==> config.mk <==
export PLATFORM = sky130hd
export DESIGN_NAME = media_type_stream_parser_top
export DESIGN_NICKNAME = d
export VERILOG_FILES = /design/src/hdl/mtsp_pkg.sv /design/src/hdl/media_type_stream_parser_top.sv
export SDC_FILE = /design/constraint.sdc
export NUM_CORES = 1
export LEC_CHECK = 0
export BUFFER_PORTS_ARGS = -buffer_cell sky130_fd_sc_hd__buf_2
export CAP_MARGIN = 20
export CORE_MARGIN = 5
export CORE_UTILIZATION = 63
export CTS_BUF_LIST = sky130_fd_sc_hd__clkbuf_8
export CTS_CLUSTER_SIZE = 20
export DETAILED_ROUTE_END_ITERATION = 8
export HOLD_SLACK_MARGIN = 0.05
export PLACE_DENSITY_LB_ADDON = 0.08
export SLEW_MARGIN = 20
export SYNTH_ARGS = -nofsm -noshare
export SYNTH_HDL_FRONTEND = slang
export SYNTH_SLANG_ARGS = --single-unit
==> constraint.sdc <==
create_clock -name i_clk -period 3.73 [get_ports i_clk]
set_clock_uncertainty 0.2 [all_clocks]
set_input_delay 0.373 -clock i_clk [delete_from_list [all_inputs] [get_ports i_clk]]
set_output_delay 0.373 -clock i_clk [all_outputs]
set_load 0.01 [all_outputs]
==> src/hdl/mtsp_pkg.sv <==
// Package: phase, event and reject code types and character constants for the media-type parser.
`timescale 1ns / 1ps
`default_nettype none
package mtsp_pkg;

    // Result queue depth; a power of two of at least two, so the pointers wrap by truncation
    localparam int QDEPTH = 4;

    // Parse phases
    typedef enum logic [3:0] {
        PH_TYPE_FIRST  = 4'd0,
        PH_TYPE        = 4'd1,
        PH_SUB_FIRST   = 4'd2,
        PH_SUB         = 4'd3,
        PH_AFTER_VALUE = 4'd4,
        PH_SEP_SPACES  = 4'd5,
        PH_NAME_LEAD   = 4'd6,
        PH_NAME        = 4'd7,
        PH_VALUE_FIRST = 4'd8,
        PH_TOKEN       = 4'd9,
        PH_QUOTED      = 4'd10,
        PH_QUOTED_ESC  = 4'd11,
        PH_SWALLOW     = 4'd12
    } t_phase;

    // Event kinds on the result channel
    typedef enum logic [2:0] {
        EV_TYPE   = 3'd0,
        EV_SUB    = 3'd1,
        EV_NAME   = 3'd2,
        EV_VALUE  = 3'd3,
        EV_NDONE  = 3'd4,
        EV_VDONE  = 3'd5,
        EV_ACCEPT = 3'd6,
        EV_REJECT = 3'd7
    } t_kind;

    // Reject codes
    localparam logic [3:0] RJ_NONE          = 4'd0;
    localparam logic [3:0] RJ_EMPTY_TYPE    = 4'd1;
    localparam logic [3:0] RJ_NO_SLASH      = 4'd2;
    localparam logic [3:0] RJ_EMPTY_SUBTYPE = 4'd3;
    localparam logic [3:0] RJ_BAD_SEP       = 4'd4;
    localparam logic [3:0] RJ_NO_EQUALS     = 4'd5;
    localparam logic [3:0] RJ_TRUNC_QUOTE   = 4'd6;
    localparam logic [3:0] RJ_BAD_ESCAPE    = 4'd7;
    localparam logic [3:0] RJ_EMPTY_VALUE   = 4'd8;

    // Characters of interest
    localparam logic [7:0] CH_SLASH  = 8'h2F;
    localparam logic [7:0] CH_SPACE  = 8'h20;
    localparam logic [7:0] CH_SEMI   = 8'h3B;
    localparam logic [7:0] CH_EQUALS = 8'h3D;
    localparam logic [7:0] CH_QUOTE  = 8'h22;
    localparam logic [7:0] CH_BSLASH = 8'h5C;

    // One result item without its last-of-run mark
    typedef struct packed {
        t_kind      kind;
        logic [7:0] data;
        logic [3:0] code;
    } t_event;

    // One queued result item
    typedef struct packed {
        t_event ev;
        logic   last;
    } t_result;

    // ASCII A..Z to lower case, everything else unchanged
    function automatic logic [7:0] lower_ascii(input logic [7:0] c);
        logic [7:0] r;
        r = c;
        if (c >= 8'h41 && c <= 8'h5A) begin
            r = c + 8'h20;
        end
        return r;
    endfunction

    function automatic t_event mk_event(input t_kind k, input logic [7:0] d,
                                        input logic [3:0] code);
        t_event e;
        e.kind = k;
        e.data = d;
        e.code = code;
        return e;
    endfunction

endpackage
`default_nettype wire

==> src/hdl/media_type_stream_parser_top.sv <==
// Top level: streaming media-type parser with input register, phase machine and result queue.
// Path: a character is held in the input register, and its results are written into the result
//   queue when it is processed; it waits there while the queue has fewer than two free entries.
// Throughput: one input item per cycle while two queue entries are free; items giving two
//   results leave one at a time; a four-entry result queue absorbs them while downstream keeps up.
// Reset (i_rst_n low, synchronous): phase to expecting first type character, escape flag
//   cleared, input register and result queue emptied.
`timescale 1ns / 1ps
`default_nettype none
module media_type_stream_parser_top (
    input  wire logic       i_clk,
    input  wire logic       i_rst_n,
    // input channel
    input  wire logic       i_in_valid,
    output logic            o_in_ready,
    input  wire logic [7:0] i_text_byte,
    input  wire logic       i_end_of_text,
    // result channel
    output logic            o_out_valid,
    input  wire logic       i_out_ready,
    output logic [2:0]      o_event_kind,
    output logic [7:0]      o_out_byte,
    output logic [3:0]      o_reject_code,
    output logic            o_last_of_run
);
    import mtsp_pkg::*;

    localparam int PW = (QDEPTH > 1) ? $clog2(QDEPTH) : 1;
    localparam int CW = $clog2(QDEPTH + 1);

    // Input register
    logic       r_in_valid;
    logic [7:0] r_in_byte;
    logic       r_in_end;

    // Parse state
    t_phase r_phase, n_phase;
    logic   r_bad_esc, n_bad_esc;

    // Result queue
    t_result        r_q [QDEPTH];
    logic [PW-1:0]  r_wr_ptr, r_rd_ptr;
    logic [CW-1:0]  r_count;

    logic       proc;
    logic       pop;
    logic [1:0] ev_cnt;
    t_event     ev0, ev1;
    logic [7:0] c;
    logic       e;
    logic [CW-1:0] free_cnt;

    assign c        = r_in_byte;
    assign e        = r_in_end;
    assign free_cnt = CW'(QDEPTH) - r_count;
    assign proc     = r_in_valid && (free_cnt >= CW'(2));
    assign pop      = o_out_valid && i_out_ready;

    assign o_in_ready = !r_in_valid || proc;

    // Input register load
    always_ff @(posedge i_clk) begin
        if (!i_rst_n) begin
            r_in_valid <= 1'b0;
        end else if (o_in_ready) begin
            r_in_valid <= i_in_valid;
        end
        if (o_in_ready && i_in_valid) begin
            r_in_byte <= i_text_byte;
            r_in_end  <= i_end_of_text;
        end
    end

    // Next phase and escape flag
    always_comb begin
        n_phase   = r_phase;
        n_bad_esc = r_bad_esc;
        if (e) begin
            n_phase = PH_TYPE_FIRST;
        end else begin
            case (r_phase)
                PH_TYPE_FIRST: begin
                    n_phase = (c == CH_SLASH) ? PH_SWALLOW : PH_TYPE;
                end
                PH_TYPE: begin
                    if (c == CH_SLASH) n_phase = PH_SUB_FIRST;
                end
                PH_SUB_FIRST: begin
                    n_phase = (c inside {CH_SPACE, CH_SEMI}) ? PH_SWALLOW : PH_SUB;
                end
                PH_SUB, PH_AFTER_VALUE, PH_TOKEN: begin
                    if (c == CH_SPACE) begin
                        n_phase = PH_SEP_SPACES;
                    end else if (c == CH_SEMI) begin
                        n_phase = PH_NAME_LEAD;
                    end else if (r_phase == PH_AFTER_VALUE) begin
                        n_phase = PH_SWALLOW;
                    end
                end
                PH_SEP_SPACES: begin
                    if (c == CH_SEMI) begin
                        n_phase = PH_NAME_LEAD;
                    end else if (c != CH_SPACE) begin
                        n_phase = PH_SWALLOW;
                    end
                end
                PH_NAME_LEAD, PH_NAME: begin
                    if (c == CH_EQUALS) begin
                        n_phase = PH_VALUE_FIRST;
                    end else if (!(c == CH_SPACE && r_phase == PH_NAME_LEAD)) begin
                        n_phase = PH_NAME;
                    end
                end
                PH_VALUE_FIRST: begin
                    if (c inside {CH_SPACE, CH_SEMI}) begin
                        n_phase = PH_SWALLOW;
                    end else if (c == CH_QUOTE) begin
                        n_bad_esc = 1'b0;
                        n_phase   = PH_QUOTED;
                    end else begin
                        n_phase = PH_TOKEN;
                    end
                end
                PH_QUOTED: begin
                    if (c == CH_BSLASH) begin
                        n_phase = PH_QUOTED_ESC;
                    end else if (c == CH_QUOTE) begin
                        n_phase = r_bad_esc ? PH_SWALLOW : PH_AFTER_VALUE;
                    end
                end
                PH_QUOTED_ESC: begin
                    if (!(c inside {CH_BSLASH, CH_QUOTE})) n_bad_esc = 1'b1;
                    n_phase = PH_QUOTED;
                end
                default: begin
                    n_phase = r_phase;
                end
            endcase
        end
    end

    // Events for the current item
    always_comb begin
        ev_cnt = 2'd0;
        ev0    = mk_event(EV_ACCEPT, 8'h00, RJ_NONE);
        ev1    = mk_event(EV_ACCEPT, 8'h00, RJ_NONE);
        case (r_phase)
            PH_TYPE_FIRST: begin
                ev_cnt = 2'd1;
                if (e || c == CH_SLASH) ev0 = mk_event(EV_REJECT, 8'h00, RJ_EMPTY_TYPE);
                else                    ev0 = mk_event(EV_TYPE, lower_ascii(c), RJ_NONE);
            end
            PH_TYPE: begin
                if (e) begin
                    ev_cnt = 2'd1;
                    ev0    = mk_event(EV_REJECT, 8'h00, RJ_NO_SLASH);
                end else if (c != CH_SLASH) begin
                    ev_cnt = 2'd1;
                    ev0    = mk_event(EV_TYPE, lower_ascii(c), RJ_NONE);
                end
            end
            PH_SUB_FIRST: begin
                ev_cnt = 2'd1;
                if (e || c inside {CH_SPACE, CH_SEMI}) begin
                    ev0 = mk_event(EV_REJECT, 8'h00, RJ_EMPTY_SUBTYPE);
                end else begin
                    ev0 = mk_event(EV_SUB, lower_ascii(c), RJ_NONE);
                end
            end
            PH_SUB: begin
                if (e) begin
                    ev_cnt = 2'd1;
                end else if (!(c inside {CH_SPACE, CH_SEMI})) begin
                    ev_cnt = 2'd1;
                    ev0    = mk_event(EV_SUB, lower_ascii(c), RJ_NONE);
                end
            end
            PH_AFTER_VALUE: begin
                if (e) begin
                    ev_cnt = 2'd1;
                end else if (!(c inside {CH_SPACE, CH_SEMI})) begin
                    ev_cnt = 2'd1;
                    ev0    = mk_event(EV_REJECT, 8'h00, RJ_BAD_SEP);
                end
            end
            PH_SEP_SPACES: begin
                if (e || !(c inside {CH_SPACE, CH_SEMI})) begin
                    ev_cnt = 2'd1;
                    ev0    = mk_event(EV_REJECT, 8'h00, RJ_BAD_SEP);
                end
            end
            PH_NAME_LEAD, PH_NAME: begin
                if (e) begin
                    ev_cnt = 2'd1;
                    ev0    = mk_event(EV_REJECT, 8'h00, RJ_NO_EQUALS);
                end else if (c == CH_EQUALS) begin
                    ev_cnt = 2'd1;
                    ev0    = mk_event(EV_NDONE, 8'h00, RJ_NONE);
                end else if (!(c == CH_SPACE && r_phase == PH_NAME_LEAD)) begin
                    ev_cnt = 2'd1;
                    ev0    = mk_event(EV_NAME, lower_ascii(c), RJ_NONE);
                end
            end
            PH_VALUE_FIRST: begin
                if (e || c inside {CH_SPACE, CH_SEMI}) begin
                    ev_cnt = 2'd1;
                    ev0    = mk_event(EV_REJECT, 8'h00, RJ_EMPTY_VALUE);
                end else if (c != CH_QUOTE) begin
                    ev_cnt = 2'd1;
                    ev0    = mk_event(EV_VALUE, c, RJ_NONE);
                end
            end
            PH_TOKEN: begin
                ev_cnt = 2'd1;
                if (e) begin
                    // value done, then accept
                    ev_cnt = 2'd2;
                    ev0    = mk_event(EV_VDONE, 8'h00, RJ_NONE);
                end else if (c inside {CH_SPACE, CH_SEMI}) begin
                    ev0 = mk_event(EV_VDONE, 8'h00, RJ_NONE);
                end else begin
                    ev0 = mk_event(EV_VALUE, c, RJ_NONE);
                end
            end
            PH_QUOTED: begin
                if (e) begin
                    ev_cnt = 2'd1;
                    ev0    = mk_event(EV_REJECT, 8'h00, RJ_TRUNC_QUOTE);
                end else if (c == CH_QUOTE) begin
                    ev_cnt = 2'd1;
                    if (r_bad_esc) ev0 = mk_event(EV_REJECT, 8'h00, RJ_BAD_ESCAPE);
                    else           ev0 = mk_event(EV_VDONE, 8'h00, RJ_NONE);
                end else if (c != CH_BSLASH) begin
                    ev_cnt = 2'd1;
                    ev0    = mk_event(EV_VALUE, c, RJ_NONE);
                end
            end
            PH_QUOTED_ESC: begin
                if (e) begin
                    ev_cnt = 2'd1;
                    ev0    = mk_event(EV_REJECT, 8'h00, RJ_TRUNC_QUOTE);
                end else if (c inside {CH_BSLASH, CH_QUOTE}) begin
                    ev_cnt = 2'd1;
                    ev0    = mk_event(EV_VALUE, c, RJ_NONE);
                end
            end
            default: begin
                ev_cnt = 2'd0;
            end
        endcase
    end

    // Phase registers
    always_ff @(posedge i_clk) begin
        if (!i_rst_n) begin
            r_phase   <= PH_TYPE_FIRST;
            r_bad_esc <= 1'b0;
        end else if (proc) begin
            r_phase   <= n_phase;
            r_bad_esc <= n_bad_esc;
        end
    end

    // Result queue write and read
    always_ff @(posedge i_clk) begin
        if (proc && ev_cnt != 2'd0) begin
            r_q[r_wr_ptr] <= '{ev: ev0, last: (ev_cnt == 2'd1)};
        end
        if (proc && ev_cnt == 2'd2) begin
            r_q[PW'(r_wr_ptr + PW'(1))] <= '{ev: ev1, last: 1'b1};
        end
    end

    always_ff @(posedge i_clk) begin
        if (!i_rst_n) begin
            r_wr_ptr <= '0;
            r_rd_ptr <= '0;
            r_count  <= '0;
        end else begin
            if (proc) begin
                r_wr_ptr <= PW'(r_wr_ptr + PW'(ev_cnt));
            end
            if (pop) begin
                r_rd_ptr <= PW'(r_rd_ptr + PW'(1));
            end
            r_count <= CW'(r_count + (proc ? CW'(ev_cnt) : CW'(0)) - (pop ? CW'(1) : CW'(0)));
        end
    end

    // Head of queue drives the result channel
    assign o_out_valid   = (r_count != '0);
    assign o_event_kind  = r_q[r_rd_ptr].ev.kind;
    assign o_out_byte    = r_q[r_rd_ptr].ev.data;
    assign o_reject_code = r_q[r_rd_ptr].ev.code;
    assign o_last_of_run = r_q[r_rd_ptr].last;

endmodule
`default_nettype wire

# Yosys cells after proc, flatten, opt, wreduce, memory -nomap -nowiden
# Memory sizes are Yosys's and may differ from the RTL's. A register that Yosys moved wholly into a read port is not among the register bits.
# Index checks and enable logic that the tools add are counted.
# W data, S select, Z words.
# word_totals
elab_cells,147
ram_bits,64
inputBits,13
ff_bits,22
out_inout_bits,18
n_memories,1
# classes
reduce_logical,26
eq_ne,31
bitwise_logic,1
order_cmp,3
n_addsub,7
muxes,70
# mem_list
memory,depth,word_bits,read_ports,rd_clocked_by_memory_dff,wr,line_no,rtl
r_q,4,16,1,1,2,media_type_stream_parser_top.sv:41,t_result r_q [QDEPTH];
# ops
cell,count
$mux W15,18
$pmux W15 S11,1
$mux W4,14
$eq A8 B6 Y1 const B,5
$mux W13,3
$pmux W4 S9,1
$ne A8 B6 Y1 const B,3
$mux W1,23
$pmux W2 S9,1
$eq A4 B3 Y1 const B,4
$eq A4 B4 Y1 const B,4
$mux W14,1
$ne A4 B4 Y1 const B,3
$mux W2,5
$reduce_bool A10 Y1,1
$add A8 B6 Y8 const B,1
$eq A4 B2 Y1 const B,2
$eq A8 B7 Y1 const B,1
$ge A8 B7 Y1 const B,1
$le A8 B7 Y1 const B,1
$mux W8,1
$ne A8 B7 Y1 const B,1
$reduce_bool A2 Y1,4
$logic_and A1 B1 Y1,7
23 further kinds,32

# Logic depth before layout (Yosys ltp)
# logic_depth
depth_word,10
mapped_depth,15
depth_no_buf,13

# Worst setup path before layout
# No wires, ideal clock.
# synth_timing
path_kind,register to register
start,register r_in_byte[0] (netlist: c[0])
end,register r_count[2]
synth_period_minus_slack_ns,3.436
n_path_buf,2
required_ns,3.415
t_arrival_ns,3.121
setup_time_ns,0.115
stages_incl_launch_ff,16
path_slack_ns,0.294
cell_sequence,edfxtp_1 > buf_4 > nor4b_1 > and2_1 > buf_2 > mux2i_1 > a2bb2oi_1 > nand2_1 > nand2_1 > ha_1 > inv_1 > ha_1 > fa_1 > xnor2_1 > xnor2_1 > and2_1
# synth_between
elab_chain_len,9
word_cells_on_any_way,33
cone_classes,2 x add/sub; 8 x eq/ne; 17 x mux; 6 x reduce/logical
# synth_lines
element,line_no,rtl
from (decl),media_type_stream_parser_top.sv:33,logic [7:0] r_in_byte;
from (signal assigned),media_type_stream_parser_top.sv:69,r_in_byte <= i_text_byte;
"$eq A8 B6 Y1, on equally long branches",--,
$logic_and A1 B1 Y1 / $reduce_bool A2 Y1 (equally long branches),--,
$mux W1 / $logic_not A1 Y1 (equally long branches),"media_type_stream_parser_top.sv:199, media_type_stream_parser_top.sv:187",
$mux W1 / $logic_or A1 B1 Y1 (equally long branches),"media_type_stream_parser_top.sv:196, media_type_stream_parser_top.sv:187",
"$mux W1, on equally long branches","media_type_stream_parser_top.sv:193, media_type_stream_parser_top.sv:187",
$pmux W2 S9 *,media_type_stream_parser_top.sv:147,case (r_phase)
$mux W2 *,media_type_stream_parser_top.sv:286,r_count <= CW'(r_count + (proc ? CW'(ev_cnt) : CW'(0)) - (pop ? CW'(1) : CW'(0)));
$add A3 B2 Y3 *,media_type_stream_parser_top.sv:286,
$sub A3 B1 Y3 *,media_type_stream_parser_top.sv:286,
to (signal assigned),media_type_stream_parser_top.sv:286,
to (decl),media_type_stream_parser_top.sv:43,logic [CW-1:0] r_count;
# Every way passes the cells marked *; elsewhere a longest branch is shown, timed or not.
# A chain may end at the register's enable or synchronous reset.

# Worst setup path after layout
# layout_timing
start,register r_in_byte[7] (netlist: c[7])
end,register r_count[2]
# The elaborated chain is that of the path after synthesis.

==> flow_summary.json <==
{
  "status": "finished, final reports clean",
  "critPathMaxStageDelay_ps": 500,
  "grt_pass1_wl_mm": 22.90,
  "synth_common_cells": "nand2_1, dfxtp_1, mux2i_1",
  "grt_pass1_vias": 4621,
  "p_leak_nw": 2.543,
  "ioPinCount": 31,
  "core.rowCount": 32,
  "min_period_over_period_pct": 94.32,
  "path_cells": "nor4b_2 -> and2_1 -> mux2i_1 -> a2bb2oi_1 -> nand2_1 -> nand2_1 -> ha_1 -> inv_1 -> ha_1 -> fa_1 -> xnor2_1 -> xnor2_1 -> and2_1",
  "clkTransAtPathRegs_ps": 100,
  "setup_viol": 0,
  "dieArea_mm2": 0.009999,
  "syn_inst": 540,
  "antenna_found_initial": 0,
  "clock_sinks": 88,
  "rr_worst_depth": 13,
  "yosysWarnings": 0,
  "arrival_ps": 3590,
  "gr-usage-all-layers_pct": 28.83,
  "crit_slowest_cell": "edfxtp_1",
  "endpoint_kind": "register",
  "grt-ovfl-total": 0,
  "die_y_um": 100.0,
  "coreArea_mm2": 0.007807,
  "avgSynthCellArea_um2": 9.449,
  "post_drt_wl_per_cell_um": 20.26,
  "fmaxAchievable_mhz": 284.3,
  "grt.met2_usage_pct": 47.92,
  "setup_ws_ps": 212.0,
  "synth_edf_count": 9,
  "die_w_um": 100.0,
  "clk_path_buf_depth": 2,
  "ys_seq_area_share_pct": 36.29,
  "syn_nets": 562,
  "fin_crit_ps": 3518,
  "placement.io_buffers": 30,
  "endpoint": "r_count[2]",
  "antenna_left": 0,
  "fin_setup_tns_ps": 0,
  "postLayoutCoreUtil_pct": 73.96,
  "gp_congestion": 1.013,
  "cts_tree": "built",
  "power_density_mw_per_mm2": 570.8,
  "drc": 0,
  "start_kind": "register",
  "ys_types": 71,
  "drt_wl_total_mm": 14.18,
  "via_per_inst": 6.473,
  "grt_max_degree": 21,
  "r2r_slack_ps": 210,
  "rsz0062_at_grt": "false",
  "worst_pin_slew_ps": 967.7,
  "grtUsageMet1_pct": 37.38,
  "startpoint": "c[7]",
  "clk_latency_ps": 360,
  "syn_to_final_growth_pct": 13.17,
  "crit_required_ps": 3800,
  "synthArstFlopShare_pct": 0,
  "dr.pass1.iters": 6,
  "synth_seq_cells": 88,
  "critPathMaxFanout": 8,
  "synth_top_cells_by_area": "dfxtp_1, mux2i_1, mux4_2",
  "initial_core_util_pct": 65.35,
  "postPlaceCellArea_mm2": 0.005492,
  "dp_slack_ps": 276.6,
  "critPathKind": "reg2reg",
  "peakVddDrop_v": 0.0004052,
  "clockRootBuffer": "clkbuf_8",
  "ys_dominant_reg_cell": "dfxtp_1",
  "yosysMostFrequentCell": "nand2_1",
  "final.fill_count": 581,
  "finalHoldViolCount": 0,
  "slew_headroom_pct": 35.10,
  "synth.top_cell.area_share_pct": 31.00,
  "cap_violations": 0,
  "use_met3_pct": 4.795,
  "synth_top_area_cell": "dfxtp_1",
  "r2r-start": "c[7]",
  "drv_slew": 0,
  "num_vias": 4531,
  "r2r_end": "r_count[2]",
  "n_antenna_cell": 0,
  "synth_area_mm2": 0.005102,
  "htreeDepth": 3,
  "busiest_layer": "met2",
  "fin_area_mm2": 0.005774,
  "finalNetCount": 615,
  "drive_above_1_share_pct": 19.57,
  "place.detailed.hpwl_mm": 10.32,
  "drt_iter0_drc": 505,
  "hold_path_class": "in2reg",
  "numCtsBuffers": 9
}
critical path: cells and delay by family, from the launching register on:
kind / cells / cell delay, ps
AOI/OAI and AO/OA: 1 / 200
adders and majority gates: 3 / 850
and+or+nand+nor: 5 / 960
DFF: 1 / 500
xor gates and xnor gates: 2 / 290
buffers and inverters: 1 / 50
muxes: 1 / 370
final cells by class:
cell class | count | area, um2 | share of cell area [%]
clock buffer | 9 | 123.9 | 2.145
multi-input combinational | 404 | 2987 | 51.72
inverter | 12 | 45.04 | 0.7801
tap | 102 | 127.6 | 2.210
timing repair buffer | 78 | 570.5 | 9.881
sequential | 88 | 1852 | 32.07
clock inverter | 7 | 68.82 | 1.192
through the flow:
step	std cells	power (mW)	hold slack, ps
finish	700	3.296	59.48
global route	700	3.498	87.78
CTS	700	3.297	58.53
detailed placement	675	2.648	251.5
global placement	675	2.584	242.0
floorplan	540	2.256	235.3
logic make-up (layout without fill, tap and decap cells):
family / Yosys count / in the layout / share of synthesized area, %
xor+xnor: 5 / 5 / 0.8582
fa+ha+maj: 10 / 10 / 2.550
mux: 74 / 74 / 18.44
flops: 88 / 88 / 36.29
buf+inv: 48 / 106 / 5.174
simple gates: 214 / 214 / 21.75
compound gates: 101 / 101 / 14.93
worst min path at each step:
stage                     cells after the start  slack (ps)    endpoint       start
after floorplan                               2         240  r_q[2][10]  r_q[2][10]
after global placement                        2         240  r_q[2][11]  r_q[2][11]
after detailed placement                      2         250   r_q[0][9]   r_q[0][9]
after CTS                                     3          60  r_in_valid  i_in_valid
after global routing                          3          90  r_in_valid  i_in_valid
final                                         3          60  r_in_valid  i_in_valid
per-layer routing:
layer / part of all wire [%] / routed length, um / vias up
li1: - / - / 2107
met5: 0 / 0 / -
met2: 48 / 6740 / 222
met4: 2.6 / 373 / 0
met1: 43 / 6033 / 2164
met3: 7.3 / 1036 / 38
power by group:
| group | total, mW | switching (mW) | internal [mW] |
|---|---|---|---|
| logic | 1.26 | 0.646 | 0.614 |
| registers | 1.39 | 0.169 | 1.22 |
| clock network | 0.650 | 0.388 | 0.262 |
| total | 3.30 | 1.20 | 2.09 |
state kept, by name, summed over array words and instances, names as in the netlist, named ones only:
register,flops
c,8
r_bad_esc,1
r_phase,4
r_rd_ptr,2
r_wr_ptr,2
r_in_valid,1
r_q,64
r_count,3
e,1
repair_timing:
action / 4_1_cts / 5_1_grt
endpoints found under the hold margin: 9 / 0
buffers inserted: 0 / 0
endpoints found under the setup margin: 0 / 0
resized for setup: 0 / 0
hold buffers: 9 / 0
cell usage in the layout, fill, tap and decap left out, drive strengths merged, types with 3 or more instances in the layout:
cell / instances
dfxtp: 79
and2: 9
o211a: 3
dlygate4sd3: 9
edfxtp: 9
nand2: 85
a21oi: 20
nand4bb: 3
and3: 6
o21ai: 24
and4: 3
buf: 69
a31o: 4
mux4: 16
clkbuf: 9
nor2b: 7
o221ai: 5
mux2i: 58
ha: 8
nand2b: 7
nor4b: 5
nor2: 33
nor3b: 3
o22ai: 3
inv: 14
a2111oi: 4
and4b: 3
a21boi: 3
o211ai: 7
nor3: 12
nand4: 6
clkinv: 5
nand3b: 3
a211oi: 6
xnor2: 4
nand3: 12
or3: 5
nor4: 4
No activity file was read; power rests on OpenSTA's default activity.
